$ cat src/rtl/sxd_pkg.sv
package sxd_pkg;

  localparam int MAX_FRAME_BYTES_DEF = 8192;
  localparam int QUEUE_DEPTH_DEF     = 2;
  localparam int CFG_ADDR_W          = 3;
  localparam int OUT_DATA_W          = 72;

  localparam logic [7:0] BYTE_SOX = 8'hF0;
  localparam logic [7:0] BYTE_EOX = 8'hF7;

  localparam logic [CFG_ADDR_W-1:0] REG_DEVICE_MODE = 3'd0;

  typedef enum logic [2:0] {
    KIND_REG       = 3'd0,
    KIND_RAW       = 3'd1,
    KIND_OK        = 3'd2,
    KIND_MALFORMED = 3'd3,
    KIND_BADENC    = 3'd4,
    KIND_DROPPED   = 3'd5
  } sxd_kind_t;

  typedef struct packed {
    sxd_kind_t   kind;
    logic [6:0]  sub_id;
    logic [31:0] word;
  } sxd_entry_t;

  typedef struct packed {
    logic full;
    logic empty;
  } sxd_q_stat_t;

  // Expected frame header, indexed by byte position.
  function automatic logic [7:0] hdr_byte(input logic [2:0] idx);
    logic [7:0] v;
    case (idx)
      3'd0:    v = 8'hF0;
      3'd1:    v = 8'h00;
      3'd2:    v = 8'h20;
      3'd3:    v = 8'h0D;
      3'd4:    v = 8'h10;
      default: v = 8'h00;
    endcase
    return v;
  endfunction

endpackage

$ cat src/rtl/sxd_front.sv
module sxd_front #(
  parameter int MAX_FRAME_BYTES = sxd_pkg::MAX_FRAME_BYTES_DEF
) (
  input  logic               clk,
  input  logic               rst_n,
  input  logic               byte_acc,
  input  logic [7:0]         stream_byte,
  input  logic               device_mode,
  output logic               push,
  output sxd_pkg::sxd_entry_t entry
);
  import sxd_pkg::*;

  localparam int CW = $clog2(MAX_FRAME_BYTES + 1);
  localparam logic [CW-1:0] MAX_CNT = CW'(MAX_FRAME_BYTES);

  logic [CW-1:0] cnt_r, cnt_nxt;
  logic [2:0]    grp_r, grp_nxt;
  logic [31:0]   acc_r, acc_nxt;
  logic [6:0]    sub_r, sub_nxt;
  logic          hdr_bad_r, hdr_bad_nxt;
  logic          enc_bad_r, enc_bad_nxt;
  logic          over_r, over_nxt;

  logic [31:0] acc_or;
  logic [6:0]  b7;

  assign b7 = stream_byte[6:0];

  always_comb begin
    case (grp_r)
      3'd0:    acc_or = acc_r | {25'd0, b7};
      3'd1:    acc_or = acc_r | {18'd0, b7, 7'd0};
      3'd2:    acc_or = acc_r | {11'd0, b7, 14'd0};
      3'd3:    acc_or = acc_r | {4'd0, b7, 21'd0};
      default: acc_or = acc_r | {b7[3:0], 28'd0};
    endcase
  end

  always_comb begin
    cnt_nxt     = cnt_r;
    grp_nxt     = grp_r;
    acc_nxt     = acc_r;
    sub_nxt     = sub_r;
    hdr_bad_nxt = hdr_bad_r;
    enc_bad_nxt = enc_bad_r;
    over_nxt    = over_r;
    push        = 1'b0;
    entry.kind   = KIND_DROPPED;
    entry.sub_id = sub_r;
    entry.word   = 32'd0;

    if (stream_byte == BYTE_SOX) begin
      // drop any frame in progress and restart
      push        = (cnt_r != '0) && !over_r;
      cnt_nxt     = CW'(1);
      grp_nxt     = 3'd0;
      acc_nxt     = 32'd0;
      sub_nxt     = 7'd0;
      hdr_bad_nxt = 1'b0;
      enc_bad_nxt = 1'b0;
      over_nxt    = 1'b0;
    end else if (over_r) begin
      if (stream_byte == BYTE_EOX) begin
        cnt_nxt  = '0;
        grp_nxt  = 3'd0;
        acc_nxt  = 32'd0;
        sub_nxt  = 7'd0;
        hdr_bad_nxt = 1'b0;
        enc_bad_nxt = 1'b0;
        over_nxt = 1'b0;
      end
    end else if (cnt_r >= MAX_CNT) begin
      push = 1'b1;
      if (stream_byte == BYTE_EOX) begin
        cnt_nxt  = '0;
        grp_nxt  = 3'd0;
        acc_nxt  = 32'd0;
        sub_nxt  = 7'd0;
        hdr_bad_nxt = 1'b0;
        enc_bad_nxt = 1'b0;
      end else begin
        over_nxt = 1'b1;
      end
    end else if (stream_byte == BYTE_EOX) begin
      push = 1'b1;
      if (hdr_bad_r || cnt_r < CW'(6) || grp_r != 3'd0) begin
        entry.kind = KIND_MALFORMED;
      end else if (enc_bad_r) begin
        entry.kind = KIND_BADENC;
      end else begin
        entry.kind = KIND_OK;
      end
      cnt_nxt     = '0;
      grp_nxt     = 3'd0;
      acc_nxt     = 32'd0;
      sub_nxt     = 7'd0;
      hdr_bad_nxt = 1'b0;
      enc_bad_nxt = 1'b0;
    end else begin
      cnt_nxt = cnt_r + CW'(1);
      if (cnt_r < CW'(5)) begin
        if (stream_byte != hdr_byte(cnt_r[2:0])) begin
          hdr_bad_nxt = 1'b1;
        end
      end else if (cnt_r == CW'(5)) begin
        sub_nxt = b7;
      end else if (grp_r != 3'd4) begin
        acc_nxt = acc_or;
        grp_nxt = grp_r + 3'd1;
      end else begin
        // fifth byte closes the group
        acc_nxt = 32'd0;
        grp_nxt = 3'd0;
        if (!hdr_bad_r) begin
          if (sub_r != 7'd0 || device_mode) begin
            if (!enc_bad_r) begin
              push = 1'b1;
              if (stream_byte[7:4] != 4'd0) begin
                enc_bad_nxt = 1'b1;
                entry.kind  = KIND_BADENC;
              end else begin
                entry.kind = KIND_RAW;
                entry.word = acc_or;
              end
            end
          end else begin
            push       = 1'b1;
            entry.kind = KIND_REG;
            entry.word = acc_or;
          end
        end
      end
    end

    if (!byte_acc) begin
      push = 1'b0;
    end
  end

  always_ff @(posedge clk) begin
    if (!rst_n) begin
      cnt_r     <= '0;
      grp_r     <= 3'd0;
      acc_r     <= 32'd0;
      sub_r     <= 7'd0;
      hdr_bad_r <= 1'b0;
      enc_bad_r <= 1'b0;
      over_r    <= 1'b0;
    end else if (byte_acc) begin
      cnt_r     <= cnt_nxt;
      grp_r     <= grp_nxt;
      acc_r     <= acc_nxt;
      sub_r     <= sub_nxt;
      hdr_bad_r <= hdr_bad_nxt;
      enc_bad_r <= enc_bad_nxt;
      over_r    <= over_nxt;
    end
  end

endmodule

$ cat src/rtl/sxd_queue.sv
module sxd_queue #(
  parameter int QUEUE_DEPTH = sxd_pkg::QUEUE_DEPTH_DEF
) (
  input  logic                clk,
  input  logic                rst_n,
  input  logic                push,
  input  sxd_pkg::sxd_entry_t push_entry,
  input  logic                pop,
  output sxd_pkg::sxd_entry_t pop_entry,
  output sxd_pkg::sxd_q_stat_t stat
);
  import sxd_pkg::*;

  localparam int AW = (QUEUE_DEPTH > 1) ? $clog2(QUEUE_DEPTH) : 1;
  localparam int NW = $clog2(QUEUE_DEPTH + 1);
  localparam logic [AW-1:0] LAST = AW'(QUEUE_DEPTH - 1);

  sxd_entry_t mem [QUEUE_DEPTH];

  logic [AW-1:0] wr_ptr_r, rd_ptr_r;
  logic [NW-1:0] num_r, num_nxt;
  logic          do_push, do_pop;

  assign stat.full  = (num_r == NW'(QUEUE_DEPTH));
  assign stat.empty = (num_r == '0);
  assign do_push    = push && !stat.full;
  assign do_pop     = pop && !stat.empty;
  assign pop_entry  = mem[rd_ptr_r];

  always_comb begin
    num_nxt = num_r;
    if (do_push && !do_pop) begin
      num_nxt = num_r + NW'(1);
    end else if (do_pop && !do_push) begin
      num_nxt = num_r - NW'(1);
    end
  end

  always_ff @(posedge clk) begin
    if (do_push) begin
      mem[wr_ptr_r] <= push_entry;
    end
  end

  always_ff @(posedge clk) begin
    if (!rst_n) begin
      wr_ptr_r <= '0;
      rd_ptr_r <= '0;
      num_r    <= '0;
    end else begin
      num_r <= num_nxt;
      if (do_push) begin
        wr_ptr_r <= (wr_ptr_r == LAST) ? '0 : wr_ptr_r + AW'(1);
      end
      if (do_pop) begin
        rd_ptr_r <= (rd_ptr_r == LAST) ? '0 : rd_ptr_r + AW'(1);
      end
    end
  end

endmodule

$ cat src/rtl/sxd_back.sv
module sxd_back (
  input  logic                                 clk,
  input  logic                                 rst_n,
  input  sxd_pkg::sxd_q_stat_t                 q_stat,
  input  sxd_pkg::sxd_entry_t                  q_entry,
  output logic                                 q_pop,
  output logic                                 out_tvalid,
  input  logic                                 out_tready,
  output logic [sxd_pkg::OUT_DATA_W-1:0]       out_tdata,
  output logic [2:0]                           out_tuser
);
  import sxd_pkg::*;

  logic                  valid_r;
  logic [OUT_DATA_W-1:0] data_r, data_nxt;
  logic [2:0]            user_r;
  logic [14:0]           reg_index;
  logic [15:0]           reg_value;
  logic [31:0]           raw_word;
  logic                  parity_error;

  // Refill the output register whenever it is empty or being taken.
  assign q_pop = !q_stat.empty && (!valid_r || out_tready);

  always_comb begin
    reg_index    = 15'd0;
    reg_value    = 16'd0;
    raw_word     = 32'd0;
    parity_error = 1'b0;
    case (q_entry.kind)
      KIND_REG: begin
        reg_index    = q_entry.word[30:16];
        reg_value    = q_entry.word[15:0];
        raw_word     = q_entry.word;
        parity_error = ~(^q_entry.word);
      end
      KIND_RAW: begin
        raw_word = q_entry.word;
      end
      default: begin
        raw_word = 32'd0;
      end
    endcase
    data_nxt = {1'b0, parity_error, raw_word, reg_value, reg_index, q_entry.sub_id};
  end

  always_ff @(posedge clk) begin
    if (!rst_n) begin
      valid_r <= 1'b0;
    end else if (q_pop) begin
      valid_r <= 1'b1;
    end else if (out_tready) begin
      valid_r <= 1'b0;
    end
  end

  always_ff @(posedge clk) begin
    if (q_pop) begin
      data_r <= data_nxt;
      user_r <= q_entry.kind;
    end
  end

  assign out_tvalid = valid_r;
  assign out_tdata  = data_r;
  assign out_tuser  = user_r;

endmodule

$ cat src/rtl/sysex_register_frame_decoder.sv
// SysEx register frame decoder.
// Input stream: one byte per item on in_tdata; an item is taken when in_tvalid
// and in_tready are both high. Bytes F0 00 20 0D 10, a sub-id, five-byte groups
// of 7-bit data and a closing F7 form a frame.
// Output stream: one result item per completed word, per frame close and per
// dropped frame; out_tuser carries the result kind, out_tdata the payload.
// Throughput: one byte per cycle while the queue is not full. The parser
// decides each byte in the cycle it is taken and writes any result into a
// two-entry queue; the output stage pulls from that queue into the output
// register, so a result is registered in the queue and then in the output
// register before it shows on out_tvalid.
// Stall: when out_tready is low the output register holds, the queue fills,
// and in_tready drops only once the queue is full.
// Reset: rst_n (synchronous, active low) returns the parser to idle, empties
// the queue and output register, and sets device_mode to register decoding.
// Config: device_mode at APB address 0, bit 0; write it only while idle.
module sysex_register_frame_decoder #(
  parameter int MAX_FRAME_BYTES = sxd_pkg::MAX_FRAME_BYTES_DEF,
  parameter int QUEUE_DEPTH     = sxd_pkg::QUEUE_DEPTH_DEF
) (
  input  logic                               clk,
  input  logic                               rst_n,
  input  logic                               in_tvalid,
  output logic                               in_tready,
  input  logic [7:0]                         in_tdata,    // [7:0] stream_byte
  output logic                               out_tvalid,
  input  logic                               out_tready,
  // [6:0] sub_id, [21:7] reg_index, [37:22] reg_value, [69:38] raw_word,
  // [70] parity_error, [71] zero
  output logic [sxd_pkg::OUT_DATA_W-1:0]     out_tdata,
  output logic [2:0]                         out_tuser,   // [2:0] result_kind
  input  logic                               cfg_psel,
  input  logic                               cfg_penable,
  input  logic                               cfg_pwrite,
  input  logic [sxd_pkg::CFG_ADDR_W-1:0]     cfg_paddr,
  input  logic [31:0]                        cfg_pwdata,
  output logic [31:0]                        cfg_prdata,
  output logic                               cfg_pready
);
  import sxd_pkg::*;

  logic        device_mode_r;
  logic        byte_acc;
  logic        push;
  logic        q_pop;
  sxd_entry_t  push_entry;
  sxd_entry_t  q_entry;
  sxd_q_stat_t q_stat;
  logic        reg_sel;

  assign cfg_pready = 1'b1;
  assign reg_sel    = (cfg_paddr[CFG_ADDR_W-1] == REG_DEVICE_MODE[CFG_ADDR_W-1]);
  assign cfg_prdata = reg_sel ? {31'd0, device_mode_r} : 32'd0;

  always_ff @(posedge clk) begin
    if (!rst_n) begin
      device_mode_r <= 1'b0;
    end else if (cfg_psel && cfg_penable && cfg_pwrite && cfg_pready && reg_sel) begin
      device_mode_r <= cfg_pwdata[0];
    end
  end

  assign in_tready = !q_stat.full;
  assign byte_acc  = in_tvalid && in_tready;

  sxd_front #(
    .MAX_FRAME_BYTES(MAX_FRAME_BYTES)
  ) u_front (
    .clk         (clk),
    .rst_n       (rst_n),
    .byte_acc    (byte_acc),
    .stream_byte (in_tdata),
    .device_mode (device_mode_r),
    .push        (push),
    .entry       (push_entry)
  );

  sxd_queue #(
    .QUEUE_DEPTH(QUEUE_DEPTH)
  ) u_queue (
    .clk        (clk),
    .rst_n      (rst_n),
    .push       (push),
    .push_entry (push_entry),
    .pop        (q_pop),
    .pop_entry  (q_entry),
    .stat       (q_stat)
  );

  sxd_back u_back (
    .clk        (clk),
    .rst_n      (rst_n),
    .q_stat     (q_stat),
    .q_entry    (q_entry),
    .q_pop      (q_pop),
    .out_tvalid (out_tvalid),
    .out_tready (out_tready),
    .out_tdata  (out_tdata),
    .out_tuser  (out_tuser)
  );

`ifndef ASSERT_OFF
  a_q_sane: assert property (@(posedge clk) disable iff (!rst_n)
    !(q_stat.full && q_stat.empty))
    else $error("queue reports full and empty at once");

  a_kind_range: assert property (@(posedge clk) disable iff (!rst_n)
    out_tvalid |-> (out_tuser <= KIND_DROPPED))
    else $error("result kind out of range");

  a_reg_fields: assert property (@(posedge clk) disable iff (!rst_n)
    (out_tvalid && out_tuser == KIND_REG) |->
      (out_tdata[21:7] == out_tdata[68:54] && out_tdata[37:22] == out_tdata[53:38]))
    else $error("register fields disagree with raw word");

  a_status_empty: assert property (@(posedge clk) disable iff (!rst_n)
    (out_tvalid && out_tuser != KIND_REG && out_tuser != KIND_RAW) |->
      (out_tdata[70:7] == 64'd0))
    else $error("status item carries word data");

  a_reset_idle: assert property (@(posedge clk)
    !rst_n |=> (!out_tvalid && in_tready))
    else $error("reset left output valid or input stalled");
`endif

endmodule

$ cat config.mk
export PLATFORM = sky130hd
export DESIGN_NAME = sysex_register_frame_decoder
export DESIGN_NICKNAME = d
export VERILOG_FILES = /design/src/rtl/sxd_pkg.sv /design/src/rtl/sxd_front.sv /design/src/rtl/sxd_queue.sv /design/src/rtl/sxd_back.sv /design/src/rtl/sysex_register_frame_decoder.sv
export SDC_FILE = /design/constraint.sdc
export NUM_CORES = 1
export LEC_CHECK = 0
export BUFFER_PORTS_ARGS = -buffer_cell sky130_fd_sc_hd__buf_2
export CORE_MARGIN = 5
export CORE_UTILIZATION = 50
export CTS_CLUSTER_DIAMETER = 100
export CTS_CLUSTER_SIZE = 30
export DETAILED_ROUTE_END_ITERATION = 7
export GPL_TIMING_DRIVEN = 0
export PLACE_DENSITY = 0.72
export SETUP_SLACK_MARGIN = 0.02
export SYNTH_ARGS = -nofsm -noshare
export SYNTH_HDL_FRONTEND = slang
export SYNTH_HIERARCHICAL = 1
export SYNTH_SLANG_ARGS = --single-unit
$ cat constraint.sdc
create_clock -name clk -period 6.61 [get_ports clk]
set_input_delay 0 -clock clk [delete_from_list [all_inputs] [get_ports clk]]
set_output_delay 0 -clock clk [all_outputs]
set_load 0.1 [all_outputs]
Yosys cells after proc, flatten, opt, wreduce, memory -nomap -nowiden
Memories as Yosys holds them, arrays and structs flattened. A register that Yosys moved wholly into a read port is not among the register bits.
Index checks and enable logic that the tools add are counted.
- add/sub/neg operators: 6
- multiply operators: 0
- div/mod/pow operators: 0
- $lt $le $gt $ge: 3
- equality and inequality tests: 17
- shift-type cells: 0
- multiplexer cells: 104
- bitwise logic cells: 7
- reductions and logical operators: 40
- operators by type and width (operator ; count):
    32-bit two-way mux ; 19
    32-bit one-hot mux with 4 select lines ; 1
    14-bit two-way mux ; 5
    3-bit two-way mux ; 21
    7-bit two-way mux ; 7
    1-bit two-way mux ; 43
    8-bit two-way mux ; 5
    32-bit by 14-bit OR with 32-bit output ; 1
    32-bit by 21-bit OR with 32-bit output ; 1
    32-bit by 28-bit OR with 32-bit output ; 1
    32-bit OR ; 1
    32-bit by 7-bit OR with 32-bit output ; 1
    8-bit one-hot mux with 4 select lines ; 1
    32-bit XOR reduction ; 1
    14-bit by 3-bit less-than comparator with 1-bit output (second input constant) ; 2
    5-bit nonzero test ; 4
    8-bit equality test (second input constant) ; 2
    5-bit by 1-bit inequality test with 1-bit output (second input constant) ; 3
    14-bit by 1-bit adder with 14-bit output (second input constant) ; 1
    14-bit by 3-bit equality test with 1-bit output (second input constant) ; 1
    14-bit greater-or-equal comparator (second input constant) ; 1
    14-bit nonzero test ; 1
    3-bit by 2-bit equality test with 1-bit output (second input constant) ; 4
    1-bit logical AND ; 10
    other kinds (23) ; 40
- bits in registers: 139
- latch bits: 0
- bits in writable memories: 84
- bits in read-only memories: 0
- bits of input ports: 50
- output and inout port bits: 110
- memories: 1
- memories (name ; words ; bits a word ; read ports ; clocked after Yosys merged registers in ; write ports ; RTL line ; text):
    u_queue.mem ; 2 ; 42 ; 1 ; 1 ; 1 ; sxd_queue.sv:18 ; sxd_entry_t mem [QUEUE_DEPTH];

Longest topological paths before layout
Gate-level depths: netlist of the first run.
- depth after elaboration: 17
- mapped depth: 13
- mapped depth without buffers: 12

By module
The synthesis of the first run kept the hierarchy.
- by module, submodules not included (module ; times used ; cells each ; area an instance (µm²)):
    sxd_queue ; 1 ; 156 ; 3254.4
    sxd_front ; 1 ; 386 ; 3133.0
    sxd_back ; 1 ; 183 ; 2979.1
    sysex_register_frame_decoder ; 1 ; 42 ; 325.3

Worst setup path before layout of the first run
Ideal clock, no wire load.
- kind: register to register
- start point: reg u_back.valid_r, in the netlist u_back/out_tvalid
- end point: reg u_queue.num_r[1]
- setup time: 0.070 ns
- arrival time: 5.627 ns
- path slack: 0.913 ns
- stages on the path, launching flop included: 7
- clock period less this slack: 5.697 ns
- cells stage by stage: dfxtp_1 -> nand2b_1 -> nor2b_1 -> o21ai_1 -> ha_1 -> or3_1 -> a21boi_1
- word-level cells in the longest chain between the ends: 7
- RTL lines (what ; RTL line ; text):
    from (decl) ; sxd_back.sv:14 ; logic valid_r;
    from (signal assigned) ; sxd_back.sv:49 ; valid_r <= 1'b0;
    from (signal assigned) ; sxd_back.sv:51 ; valid_r <= 1'b1;
    from (signal assigned) ; sxd_back.sv:53 ; valid_r <= 1'b0;
    1-bit zero test * ; sxd_back.sv:23 ; assign q_pop = !q_stat.empty && (!valid_r || out_tready);
    1-bit logical OR * ; sxd_back.sv:23 ;
    1-bit logical AND * ; sxd_back.sv:23 ;
    named net q_pop ; sysex_register_frame_decoder.sv:45 ; logic q_pop;
    1-bit logical AND * ; sxd_queue.sv:27 ; assign do_pop = pop && !stat.empty;
    1-bit zero test ; sxd_queue.sv:32 ; if (do_push && !do_pop) begin
    1-bit logical AND ; sxd_queue.sv:32 ;
    2-bit two-way mux / 2-bit nonzero test (equally long branches) ; -- ;
    to (signal assigned) ; sxd_queue.sv:51 ; num_r <= num_nxt;
    to (decl) ; sxd_queue.sv:21 ; logic [NW-1:0] num_r, num_nxt;
Mark *: on every way through the listed nets, which the timed path passes. The rest lies on a longest branch.
A chain may end at the register's enable or synchronous reset.

Worst setup path after layout of the first run
- start point: reg u_front.cnt_r[0]
- end point: mem u_queue/mem[0][19] (netlist name) (enable)
- word-level cells in the longest chain between the ends: 11
- RTL lines (what ; RTL line ; text):
    from (decl) ; sxd_front.sv:17 ; logic [CW-1:0] cnt_r, cnt_nxt;
    from (signal assigned) ; sxd_front.sv:151 ; cnt_r <= cnt_nxt;
    branches (longest 6 deep; another with 14-bit by 3-bit less-than comparator with 1-bit output) ; -- ;
    1-bit two-way mux * ; sxd_front.sv:53 ; if (stream_byte == BYTE_SOX) begin
    1-bit two-way mux * ; sxd_front.sv:136 ; if (!byte_acc) begin
    named net push ; sysex_register_frame_decoder.sv:44 ; logic push;
    1-bit logical AND * ; sxd_queue.sv:26 ; assign do_push = push && !stat.full;
    1-bit two-way mux * ; sxd_queue.sv:40 ; if (do_push) begin
    1-bit two-way mux (implied by the code) * ; sxd_queue.sv:41 ; mem[wr_ptr_r] <= push_entry;
    to (decl) ; sxd_queue.sv:18 ;
Mark *: on every way through the listed nets, which the timed path passes.

==> impl_metrics.py, run 1 <==
metrics = {
    "global_routing": {
        "grtUsageTotal_pct": 16.7,
        "grt_overflow_total": 0,
        "grt_pass1_vias": 5869,
        "grt_first_pass_wirelength_um": 30000,
        "antenna_found_initial": 0,
        "grt_max_degree": 39,
    },
    "worst_setup_path": {
        "path_cells": "inv_1 > ha_1 > nor3b_2 > nor4_4 > a2111oi_0 > o31a_1 > inv_1 > nor3_4 > buf_8 > buf_16",
        "cp_data_arrival_time_ps": 3430,
        "reg2reg_to": "u_queue/mem[0][19]",
        "cpPeakStageDelay_ps": 480,
        "r2r_start": "u_front/cnt_r[0]",
        "path_common_cell": "inv_1",
        "rr_worst_depth": 10,
        "critical_path_buf_inv_count": 4,
        "startpoint_type": "register",
        "crit_fanout": 19,
        "crit_path_top_delay_cell": "nor3_4",
        "required_ps": 6790,
        "reg2reg_slack_ps": 3370,
        "critical_path_class": "register to register",
        "cp-end-kind": "register",
        "path_delay_family": "simple AND/OR/NAND/NOR gates",
    },
    "synthesis": {
        "ys_ff_latch": 224,
        "synth.distinct_cells": 65,
        "yosysTopAreaCell": "edfxtp_1",
        "synth_edf_count": 158,
        "syn-cell-area_sq_um": 9690,
        "yosys_warnings": 6,
        "syn_avg_cell_area_sq_um": 12.6,
        "synth_top_area_share_pct": 49.0,
        "synth.top_cells.by_area": "edfxtp_1 49%, dfxtp_1 14%, mux2_2 4.9%",
        "synthCells": 767,
        "yosysSeqAreaShare_pct": 62.6,
        "async_reset_ff_share_pct": 0,
        "synthFlopType": "edfxtp_1",
    },
    "worst_hold_path": {
        "hold_start": "in_tdata[3]",
        "hold_class": "input pin to register",
        "hold_depth": 2,
        "min_delay_worst_endpoint": "u_front/acc_r[24]",
    },
    "clock_tree": {
        "cts.clk_slew.worst_paths_ps": 110,
        "cts_tree": "done",
        "clock_latency_ps": 460,
        "clock_path_buffers": 3,
        "cts_max_level": 1,
        "postCtsSetupRepairBufs": 0,
        "clock_sinks": 224,
        "cts_buffers": 11,
        "cts-root-buf": "clkbuf_16",
    },
    "timing": {
        "slew_viol_final": 0,
        "max_clock_freq_mhz": 308,
        "min_period_ps": 3240,
        "slew-limit-headroom_pct": 8.48,
        "setup_viol": 0,
        "skew_ps": 13.0,
        "period_share_pct": 49.1,
        "worstMarginPinSlew_ps": 1360,
        "finalHoldViolCount": 0,
        "setup_ws_ps": 3370,
        "rsz0062_at_grt": "no",
    },
    "final_layout": {
        "stdcell_count": 1185,
        "final_common_cell": "edfxtp_1",
        "layout-drive-gt1-share_pct": 24.3,
        "nets": 978,
        "antennaDiodeCount": 0,
        "syn_to_final_growth_pct": 14.7,
        "fillers": 1644,
        "mostFrequentLayoutCells": "158 x edfxtp_1, 103 x buf_2, 66 x dfxtp_1, 65 x and2_1, 63 x nor2_1",
    },
    "die": {
        "initial_core_util_pct": 50.3,
        "die_y_um": 149,
        "die_x_um": 149,
        "dieArea_sq_um": 22300,
        "io_pins": 160,
        "num_rows": 51,
        "core_sq_um": 19300,
    },
    "routing": {
        "num_vias": 6050,
        "dr.pass1.iters": 5,
        "route.detailed.drc": 0,
        "vias_per_cell": 5.11,
        "ant_nets": 0,
        "wl_per_cell_um": 15.7,
        "wirelength_um": 18600,
        "drt_iter0_drc": 472,
    },
    "placement": {
        "port_buffers": 92,
        "dp_cells": 1159,
        "pre_cts_slack_ps": 3390,
        "gp_congestion": 0.894,
        "hpwlAfterDp_um": 13400,
    },
    "flow_run": {
        "maxCapViolations": 0,
    },
    "power_and_ir_drop": {
        "vdd_drop_max_mv": 0.136,
        "cellPowerDensity_nw_per_um2": 216,
        "p_leak_nw": 3.84,
        "finalPower_mw": 2.40,
    },
    "status": {
        "status": "finished clean",
    },
}
==> where the power goes <==
group / leakage, nW / internal (mW) / switching [mW]
Combinational: 1.77 / 0.0404 / 0.142
Sequential: 1.92 / 1.49 / 0.00295
Clock: 0.146 / 0.318 / 0.413
Total: 3.84 / 1.85 / 0.559
==> cells by family (layout without fill, tap and decap cells) <==
family / after synthesis / count (layout) / share of synthesized area (%)
multiplexers: 43 / 43 / 4.98
other: 3 / 33 / 0.116
buffers and inverters: 81 / 204 / 4.75
XOR/XNOR: 41 / 41 / 3.71
AND/OR/NAND/NOR: 243 / 243 / 14.0
adder cells (fa/ha/maj): 12 / 12 / 1.55
AO/OA/AOI/OAI: 120 / 120 / 8.29
flip-flops: 224 / 224 / 62.6
==> worst reg2reg max path, stage by stage (launching register included) <==
cell       delay (ps)
dfxtp_1           470
inv_1             130
ha_1              280
nor3b_2           260
nor4_4            110
a2111oi_0         460
o31a_1            220
inv_1              80
nor3_4            480
buf_8             270
buf_16            190
==> state kept, by name, indices dropped and copies added, names as in the netlist, named ones only <==
name	count
u_queue/mem	84
u_back/out_tdata	71
u_front/acc_r	32
u_front/cnt_r	14
u_front/sub_r	7
u_back/out_tuser	3
u_front/grp_r	3
u_queue/num_r	2
device_mode_r	1
u_back/out_tvalid	1
u_front/enc_bad_r	1
u_front/hdr_bad_r	1
u_front/over_r	1
u_queue/rd_ptr_r	1
u_queue/wr_ptr_r	1
==> worst max-delay path by stage <==
stage	depth (start not counted)	startpoint	to	slack [ps]
2_1_floorplan	6	u_back/out_tvalid	u_queue/num_r[1]	910
3_3_place_gp	6	u_queue/num_r[0]	u_queue/num_r[1]	-310
3_5_place_dp	10	u_front/cnt_r[0]	u_queue/mem[0][6]	3390
4_1_cts	10	u_front/cnt_r[0]	u_queue/mem[0][20]	3370
5_1_grt	10	u_front/cnt_r[0]	u_queue/mem[0][8]	3090
6_report	10	u_front/cnt_r[0]	u_queue/mem[0][19]	3370
==> synthesized netlist by cell type (3+ instances only) <==
library cell and number:
nand3_1 6, xnor2_1 31, nor3b_2 3, nor3_2 3, xor2_1 10, a21oi_1 48
a31oi_1 7, nand4_1 6, conb_1 3, nor4_1 8, a32o_1 4, buf_2 11
inv_1 10, buf_4 36, or3_1 5, clkbuf_1 22, or4_1 4, ha_1 12
and2_1 65, nand2b_1 4, o21ai_0 13, a21boi_0 5, edfxtp_1 158, nor2b_1 10
nor2_1 63, a22o_1 25, nand2_1 40, dfxtp_1 66, nor3_1 7, mux2_2 42
==> per-layer routing <==
layer / global-route usage, % / routed length [um]
met4: 4.21 / 348
met5: 0 / 0
met3: 2.43 / 1120
met2: 28.6 / 9040
met1: 22.5 / 8080
==> what timing repair did <==
| item | CTS | global route |
|---|---|---|
| gates resized for setup | 0 | 0 |
| hold buffers | 9 | 0 |
| hold endpoints to repair | 11 | 0 |
==> stage by stage <==
stage	util [%]	TNS, ps	instance area, sq um	hold WS, ps
final	57.7	0	11100	56.0
after floorplan	-	0	9800	118
after global placement	55.0	-462	10600	250
after detailed placement	55.6	0	10700	264
after global routing	57.7	0	11100	60.5
after CTS	57.7	0	11100	42.1
==> cell type report <==
type / instances / area [sq um] / share of cell area (%)
tap: 265 / 332 / 2.98
buffer: 70 / 419 / 3.77
timing repair buffer: 106 / 653 / 5.88
multi-input combinational: 492 / 3290 / 29.6
clock buffer: 15 / 290 / 2.61
sequential: 224 / 6070 / 54.6
clock inverter: 2 / 18.8 / 0.169
inverter: 11 / 41.3 / 0.372
Power figures use the tool's default switching activity.
==> inputs of run 2 (changes only) <==
- clock period: 6.61 -> 3.4 ns (I/O delays scaled with it)
==> impl_metrics.py, run 2 (synthesis gave the netlist of run 1 again) <==
metrics = {
    "die": {
        "initial_core_util_pct": 50.3,
        "die_x_um": 149,
        "die_y_um": 149,
        "num_rows": 51,
        "dieArea_sq_um": 22300,
        "io_pins": 160,
        "core_sq_um": 19300,
    },
    "routing": {
        "dr.pass1.iters": 4,
        "vias_per_cell": 5.09,
        "ant_nets": 0,
        "num_vias": 6031,
        "routed-wl-met2_um": 8830,
        "topRoutingLayerUsed": "met4",
        "drt_iter0_drc": 348,
        "routed-wl-met3_um": 1050,
        "wl_per_cell_um": 15.5,
        "wl_met1_um": 8240,
        "wirelength_um": 18400,
        "route.detailed.drc": 0,
    },
    "clock_tree": {
        "cts_tree": "done",
        "cts_max_level": 1,
        "cts_buffers": 11,
        "clock_sinks": 224,
        "cts.clk_slew.worst_paths_ps": 100,
        "clock_path_buffers": 3,
        "clock_latency_ps": 450,
        "cts-root-buf": "clkbuf_16",
    },
    "worst_setup_path": {
        "rr_worst_depth": 9,
        "critical_path_class": "register to register",
        "crit_start": "u_front/cnt_r[6]",
        "startpoint_type": "register",
        "cp-end-kind": "register",
        "crit_path_top_delay_cell": "or4_4",
        "path_cells": "or4_4 > nor4_4 > a2111oi_0 > o31a_1 > inv_1 > nor2_1 > ha_1 > or3_1 > a21boi_1",
        "cp-endpoint": "u_queue/num_r[1]",
        "required_ps": 3790,
        "reg2reg_slack_ps": 390,
        "crit_fanout": 9,
        "reg2reg_to": "u_queue/num_r[1]",
        "cp_data_arrival_time_ps": 3400,
        "cpPeakStageDelay_ps": 570,
        "r2r_start": "u_front/cnt_r[6]",
    },
    "power_and_ir_drop": {
        "p_leak_nw": 3.88,
        "cellPowerDensity_nw_per_um2": 418,
        "vdd_drop_max_mv": 0.271,
    },
    "final_layout": {
        "final_common_cell": "edfxtp_1",
        "largest-register": "u_queue/mem",
        "largest_reg_flops": 84,
        "syn_to_final_growth_pct": 14.9,
        "stdcell_area_sq_um": 11100,
        "layout-drive-gt1-share_pct": 24.4,
        "nets": 979,
        "mostFrequentLayoutCells": "158 x edfxtp_1, 103 x buf_2, 66 x dfxtp_1, 65 x and2_1, 63 x nor2_1",
        "antennaDiodeCount": 0,
    },
    "timing": {
        "slew_viol_final": 0,
        "setup_viol": 0,
        "setup_ws_ps": 390,
        "rsz0062_at_grt": "no",
        "min_period_ps": 3010,
        "skew_ps": 8.87,
        "slew-limit-headroom_pct": 11.5,
        "worstMarginPinSlew_ps": 1320,
        "finalHoldViolCount": 0,
        "max_clock_freq_mhz": 332,
        "period_share_pct": 88.5,
    },
    "global_routing": {
        "grt_overflow_total": 0,
        "grtUsageTotal_pct": 16.1,
        "grt_max_degree": 38,
        "grt_pass1_vias": 5729,
        "antenna_found_initial": 0,
        "grt_first_pass_wirelength_um": 29000,
    },
    "placement": {
        "port_buffers": 92,
        "hpwlAfterDp_um": 13400,
        "pre_cts_slack_ps": 130,
        "placed_cell_area_sq_um": 10700,
        "gp_congestion": 0.904,
    },
    "flow_run": {
        "maxCapViolations": 0,
    },
    "worst_hold_path": {
        "hold_class": "input pin to register",
    },
    "status": {
        "status": "finished clean",
    },
}
-- run 2: worst min-delay path by stage --
stage / slack (ps) / depth (start not counted) / to / start
finish: 50 / 2 / u_front/acc_r[24] / in_tdata[3]
global route: 50 / 2 / u_front/acc_r[24] / in_tdata[3]
CTS: 20 / 2 / u_front/acc_r[24] / in_tdata[3]
floorplan: 120 / 1 / u_queue/wr_ptr_r / rst_n
detailed placement: 270 / 3 / device_mode_r / cfg_pwdata[0]
global placement: 250 / 3 / device_mode_r / cfg_pwdata[0]
-- run 2: repair_timing --
| action | in CTS | in global routing |
|---|---|---|
| hold endpoints to repair | 10 | 0 |
| gates resized for setup | 0 | 0 |
| setup buffers | 0 | 1 |
| hold buffers | 9 | 0 |
| endpoints found under the setup margin | 0 | 17 |
-- run 2: routing by layer --
layer	vias up	track usage (%)
met1	2852	21.4
met5	-	0
met4	0	3.57
met3	19	2.28
li1	2981	-
met2	179	28.2
-- run 2: area by class of cell --
class	count	area (sq um)
plain buffers	70	419
clock buffers	15	290
clock inverters	2	21.3
fillers	1650	8140
inverters	11	41.3
multi-input cells	492	3290
flip-flops and latches	224	6070
well taps	265	332
repair buffers	107	673
-- run 2: power by group --
| group | leakage (nW) | switching (mW) | internal, mW |
|---|---|---|---|
| clock network | 0.151 | 0.782 | 0.616 |
| registers | 1.94 | 0.00568 | 2.89 |
| logic | 1.79 | 0.279 | 0.0789 |
| total | 3.88 | 1.07 | 3.59 |
-- run 2: through the flow --
step	hold slack (ps)	util, %	TNS, ps	cells	power [mW]
floorplan	118	-	0	797	3.26
global placement	249	55.1	-44780	1154	3.30
detailed placement	266	55.7	0	1159	3.31
CTS	18.0	57.7	0	1185	4.69
global route	45.5	57.8	0	1186	4.82
finish	49.7	57.8	0	1186	4.65
-- run 2: worst max-delay path: cells and delay by family, from the launching register on --
kind | cells | cell delay [ps]
buffers and inverters | 1 | 120
flip-flops | 1 | 370
AO/OA/AOI/OAI | 3 | 590
AND/OR/NAND/NOR | 4 | 1540
adder cells (fa/ha/maj) | 1 | 330
